### config.mk
export PLATFORM = sky130hd
export DESIGN_NAME = tsp_ctrl
export DESIGN_NICKNAME = d
export VERILOG_FILES = /design/src/sv/tsp_pkg.sv /design/src/sv/tsp_ctrl.sv
export SDC_FILE = /design/constraint.sdc
export NUM_CORES = 1
export LEC_CHECK = 0
export BUFFER_PORTS_ARGS = -buffer_cell sky130_fd_sc_hd__buf_2
export CORE_MARGIN = 2
export CORE_UTILIZATION = 30
export CTS_CLUSTER_SIZE = 12
export DETAILED_ROUTE_END_ITERATION = 7
export PLACE_DENSITY = 0.5
export SYNTH_ARGS = -nofsm -noshare
export SYNTH_HDL_FRONTEND = slang
export SYNTH_SLANG_ARGS = --single-unit
### constraint.sdc
create_clock -name i_clk -period 3.1 [get_ports i_clk]
set_input_delay 0.62 -clock i_clk [delete_from_list [all_inputs] [get_ports i_clk]]
set_output_delay 0.62 -clock i_clk [all_outputs]
set_load 0.03 [all_outputs]
### src/sv/tsp_pkg.sv
`timescale 1ns / 1ps
// shared constants, types and helpers for the 2-opt tour improver
// no dependencies; used by tsp_ctrl, tsp_datapath and the top level
package tsp_pkg;

    localparam int MAX_VERTICES = 32;
    localparam int COST_W       = 16;
    localparam int IDX_W        = $clog2(MAX_VERTICES);
    localparam int CNT_W        = $clog2(MAX_VERTICES + 1);
    localparam int PAIR_COUNT   = MAX_VERTICES * (MAX_VERTICES - 1) / 2;
    localparam int SLOT_W       = $clog2(PAIR_COUNT);
    localparam int SLOT_XW      = SLOT_W + 1;
    localparam int TOT_W        = COST_W + CNT_W;
    localparam int MIN_VERTICES = 3;

    localparam int FIELD_IDX_W  = 5;
    localparam int FIELD_VC_W   = 6;
    localparam int FIELD_COST_W = 16;
    localparam int FIELD_TOT_W  = 21;
    localparam int PADDR_W      = 3;
    localparam int PDATA_W      = 32;

    localparam logic [PADDR_W-1:0] ADDR_VERTEX_COUNT = 3'd0;
    localparam logic [FIELD_VC_W-1:0] VC_RESET = 6'd32;

    typedef enum logic [1:0] {
        OP_LOAD_EDGE = 2'd0,
        OP_LOAD_TOUR = 2'd1,
        OP_RUN       = 2'd2,
        OP_NONE      = 2'd3
    } t_op;

    typedef enum logic [19:0] {
        ST_IDLE   = 20'h00001,
        ST_START  = 20'h00002,
        ST_IN_RA  = 20'h00004,
        ST_IN_RB  = 20'h00008,
        ST_IN_EC  = 20'h00010,
        ST_IN_WR  = 20'h00020,
        ST_SC_V   = 20'h00040,
        ST_SC_Z   = 20'h00080,
        ST_SC_H   = 20'h00100,
        ST_SC_K   = 20'h00200,
        ST_SC_C1  = 20'h00400,
        ST_SC_C2  = 20'h00800,
        ST_SC_DEC = 20'h01000,
        ST_RV_A   = 20'h02000,
        ST_RV_B   = 20'h04000,
        ST_RV_W1  = 20'h08000,
        ST_RV_W2  = 20'h10000,
        ST_EM_RD  = 20'h20000,
        ST_EM_LD  = 20'h40000,
        ST_EM_WT  = 20'h80000
    } t_step;

    typedef struct packed {
        logic run_req;
        logic ref_last;
        logic take_move;
        logic pass_done;
        logic swap_more;
        logic out_taken;
        logic emit_last;
    } t_status;

    // triangular slot of an unordered vertex pair
    function automatic logic [SLOT_W-1:0] slot_of(input logic [IDX_W-1:0] a,
                                                  input logic [IDX_W-1:0] b);
        logic [IDX_W-1:0]   hi;
        logic [IDX_W-1:0]   lo;
        logic [SLOT_XW-1:0] tri_n;
        hi = (a > b) ? a : b;
        lo = (a > b) ? b : a;
        tri_n = SLOT_XW'(hi) * SLOT_XW'(hi - IDX_W'(1));
        return SLOT_W'(tri_n >> 1) + SLOT_W'(lo);
    endfunction

endpackage

### src/sv/tsp_ctrl.sv
`timescale 1ns / 1ps
// sequencer for loads, cost init, 2-opt scan, reversal and emit
// depends on tsp_pkg
module tsp_ctrl (
    input  logic             i_clk,
    input  logic             i_rst_n,
    input  tsp_pkg::t_status i_status,
    output tsp_pkg::t_step   o_cmd,
    output logic             o_ready
);

    tsp_pkg::t_step r_state;
    tsp_pkg::t_step n_state;

    always_comb begin
        n_state = r_state;
        unique case (r_state)
            tsp_pkg::ST_IDLE:   if (i_status.run_req) n_state = tsp_pkg::ST_START;
            tsp_pkg::ST_START:  n_state = tsp_pkg::ST_IN_RA;
            tsp_pkg::ST_IN_RA:  n_state = tsp_pkg::ST_IN_RB;
            tsp_pkg::ST_IN_RB:  n_state = tsp_pkg::ST_IN_EC;
            tsp_pkg::ST_IN_EC:  n_state = tsp_pkg::ST_IN_WR;
            tsp_pkg::ST_IN_WR: begin
                n_state = i_status.ref_last ? tsp_pkg::ST_SC_V : tsp_pkg::ST_IN_RA;
            end
            tsp_pkg::ST_SC_V:   n_state = tsp_pkg::ST_SC_Z;
            tsp_pkg::ST_SC_Z:   n_state = tsp_pkg::ST_SC_H;
            tsp_pkg::ST_SC_H:   n_state = tsp_pkg::ST_SC_K;
            tsp_pkg::ST_SC_K:   n_state = tsp_pkg::ST_SC_C1;
            tsp_pkg::ST_SC_C1:  n_state = tsp_pkg::ST_SC_C2;
            tsp_pkg::ST_SC_C2:  n_state = tsp_pkg::ST_SC_DEC;
            tsp_pkg::ST_SC_DEC: begin
                if (i_status.take_move) n_state = tsp_pkg::ST_RV_A;
                else if (i_status.pass_done) n_state = tsp_pkg::ST_EM_RD;
                else n_state = tsp_pkg::ST_SC_V;
            end
            tsp_pkg::ST_RV_A:   n_state = tsp_pkg::ST_RV_B;
            tsp_pkg::ST_RV_B:   n_state = tsp_pkg::ST_RV_W1;
            tsp_pkg::ST_RV_W1:  n_state = tsp_pkg::ST_RV_W2;
            tsp_pkg::ST_RV_W2: begin
                n_state = i_status.swap_more ? tsp_pkg::ST_RV_A : tsp_pkg::ST_IN_RA;
            end
            tsp_pkg::ST_EM_RD:  n_state = tsp_pkg::ST_EM_LD;
            tsp_pkg::ST_EM_LD:  n_state = tsp_pkg::ST_EM_WT;
            tsp_pkg::ST_EM_WT: begin
                if (i_status.out_taken) begin
                    n_state = i_status.emit_last ? tsp_pkg::ST_IDLE : tsp_pkg::ST_EM_RD;
                end
            end
            default:            n_state = tsp_pkg::ST_IDLE;
        endcase
    end

    always_ff @(posedge i_clk) begin
        if (!i_rst_n) begin
            r_state <= tsp_pkg::ST_IDLE;
        end else begin
            r_state <= n_state;
        end
    end

    assign o_cmd   = r_state;
    assign o_ready = (r_state == tsp_pkg::ST_IDLE);

endmodule

==> results.md <==
- CP Launch Type: register
- Layout Area Growth over Synthesis: 17.6%
- Fmax: 389 MHz
- Clock Tree Root: clkbuf_8
- DRC viols: 0
- WS Path Type: reg -> out
- Die H: 67.1 microns
- Port buffer count: 29
- GRT met2 Usage: 22.2%
- Setup Fix Bufs, Post-CTS: 0
- Final worst path period need: 2.57 ns
- Initial antenna violation count: 0
- Core region area: 0.00374 sq mm
- Pwr dens: 382 mW/mm^2
- CTS tree: done
- Largest register FFs: 20
- CP max FO: 7
- Final hold violation count: 0
- Global-route wire length before repair: 4650 microns
- GRT busiest layer: met2
- Top cell type's share of synthesized area: 33.5%
- Routed WL: 2920 microns
- Status: completed
- Warnings from Yosys: 0
- Vias: 1080
- Cell Area, Synth: 0.00119 sq mm
- DRT antenna net count: 0
- Post-synthesis sequential area ratio: 33.5%
- Arr. time, crit path: 1.95 ns
- GRT Total Usage: 13.6%
- Worst Hold Class: reg -> reg
- R2r endpoint: o_cmd[0]$_SDFFE_PN1P_
- Fin Hold WS: 0.559 ns
- Most common cell in the netlist: dfxtp_1
- Clk slew on worst S/H paths: 0.07 ns
- Pre-CTS WS: 0.814 ns
- Top cell type by total area after synthesis: dfxtp_1
- Setup crit end: o_ready
- Cell Rows: 22
- Dpl hpwl: 2210 microns
- Post-DR wirelength/cell: 14.2 microns
- Cells on Worst Hold Path: 2
- DIE WIDTH: 67.1 microns
- Post-synthesis net count: 139
- Slew HR: 64.4%
- Max Root-Sink Buffers: 2
- Clk sinks: 20
- Post-CTS Hold Fix Bufs: 0
- Worst reg-to-reg setup slack: 0.99 ns
- Peak VDD IR: 0.140 mV
- Max Cap Violations: 0
- Placer Congestion: 0.863
- Crit end category: primary output
- Clock skew: 0.00213 ns
- Share of post-route cells with drive strength above 1: 30.4%
- Prevailing post-synth register cell: dfxtp_1
- Post-synth EDFFs: 0
- H-tree levels: 1
- Congestion Overflow GR: 0
- Resize count post-CTS: 0
- Crit. Startpoint: o_cmd[8]$_SDFFE_PN0P_
- M3 GR Usage: 2.53%
- Met1 Usage GRT: 18.0%
- Fillers: 419
- FF+latch count, synth: 20
- Worst EP required: 2.48 ns
- Pins Over Slew Limit: 0
- Lkg Pwr: 0.000570 uW
- FF-to-FF Start: o_cmd[8]$_SDFFE_PN0P_
- Worst Tran Pin Value: 0.531 ns
- 1st-iter DRT viols: 88
- Synth top cells by count: dfxtp_1 (20), nor3_1 (13), nor2_1 (9)
- Syn_area_per_cell: 9.19 sq um
- Period utilization: 82.8%
- Post-synth cell types: 43
- Ys async rst share: 0%
- Area contributors post-synth: dfxtp_1 (34%), nor4_4 (7.1%), nor3_1 (5.4%)
- Initial Utilization: 31.9%
- Vias in the first global route: 942
- Largest net degree at the start of global routing: 18
- Clock latency on the worst-skew pair: 0.26 ns
- TritonCTS Buffers: 3
- # diodes: 0
- Final worst slack: 0.532 ns
- Vias per cell: 5.24
- R2R depth: 5
- Nets: 169
- Number of detailed-route iterations in the first pass: 4
- RSZ-0062 raised after global routing: false
- Post-Syn Instances: 130
- Io pins: 30
- Final setup violation count: 0
- Die footprint: 0.00450 sq mm
- Final core utilization: 37.5%
- Total negative slack: 0 ns
==> critical path, cell delays in order, from the launching register on <==
cell	delay, ns
dfxtp_1	0.38
nor4_4	0.46
and3_1	0.40
nand4_4	0.17
inv_1	0.08
buf_2	0.19
==> worst min path at each step <==
stage / slack, ns / to / startpoint
4_1_cts: 0.56 / o_cmd[14]$_SDFFE_PN0P_ / o_cmd[13]$_SDFFE_PN0P_
5_1_grt: 0.58 / o_cmd[14]$_SDFFE_PN0P_ / o_cmd[13]$_SDFFE_PN0P_
2_1_floorplan: 0.65 / o_cmd[14]$_SDFFE_PN0P_ / o_cmd[13]$_SDFFE_PN0P_
3_3_place_gp: 0.54 / o_cmd[14]$_SDFFE_PN0P_ / o_cmd[13]$_SDFFE_PN0P_
3_5_place_dp: 0.55 / o_cmd[14]$_SDFFE_PN0P_ / o_cmd[13]$_SDFFE_PN0P_
6_report: 0.56 / o_cmd[14]$_SDFFE_PN0P_ / o_cmd[13]$_SDFFE_PN0P_
==> cells in the final DEF, fill, tap and decap left out, types with 2 or more instances in the layout <==
master	count
nand2b_1	5
dfxtp_1	20
nand4_4	2
o21ai_0	6
xor2_1	2
nand3_1	2
nor4b_1	2
or3_1	2
nor2_1	9
xnor2_1	2
buf_2	29
or4b_2	3
a2bb2oi_1	2
a31oi_1	3
inv_1	8
nor4bb_1	2
nand3b_1	4
nand4_1	4
nand2_1	5
nor4_4	4
nor4_1	4
a21oi_1	2
nor3_1	13
clkbuf_8	3
==> kinds of logic (layout without fill, tap and decap cells) <==
family	Yosys count	in the layout	share of synthesized area [%]
flops	20	20	33.5
buf+inv	13	41	6.18
compound gates	23	23	13.8
simple gates	70	70	43.6
xor+xnor	4	4	2.93
==> per-stage QoR <==
step	power [uW]	cells	instance area, sq um
floorplan	348	130	1190
global placement	371	203	1360
detailed placement	373	203	1360
CTS	545	206	1410
global route	562	206	1410
finish	536	206	1410
==> power breakdown <==
group | internal, uW | switching, uW | total, uW
sequential | 261 | 10.1 | 271
combinational | 37.3 | 58.2 | 95.5
clock | 86.6 | 83.5 | 170
==> layer usage <==
metal / routed length [microns] / vias to the layer above / part of all wire (%)
li1: - / 551 / -
met1: 1380 / 506 / 47
met2: 1370 / 21 / 47
met3: 138 / 2 / 4.7
met4: 29 / 0 / 0.99
met5: 0 / - / 0
==> layout make-up <==
cell class	count	area [sq um]	share of cell area (%)
Multi-Input combinational cell	97	721	51.3
Tap cell	48	60.1	4.27
Sequential cell	20	400	28.5
Clock buffer	3	41.3	2.94
Timing Repair Buffer	30	153	10.9
Inverter	8	30.0	2.14
(Power assumes the default switching activity.)
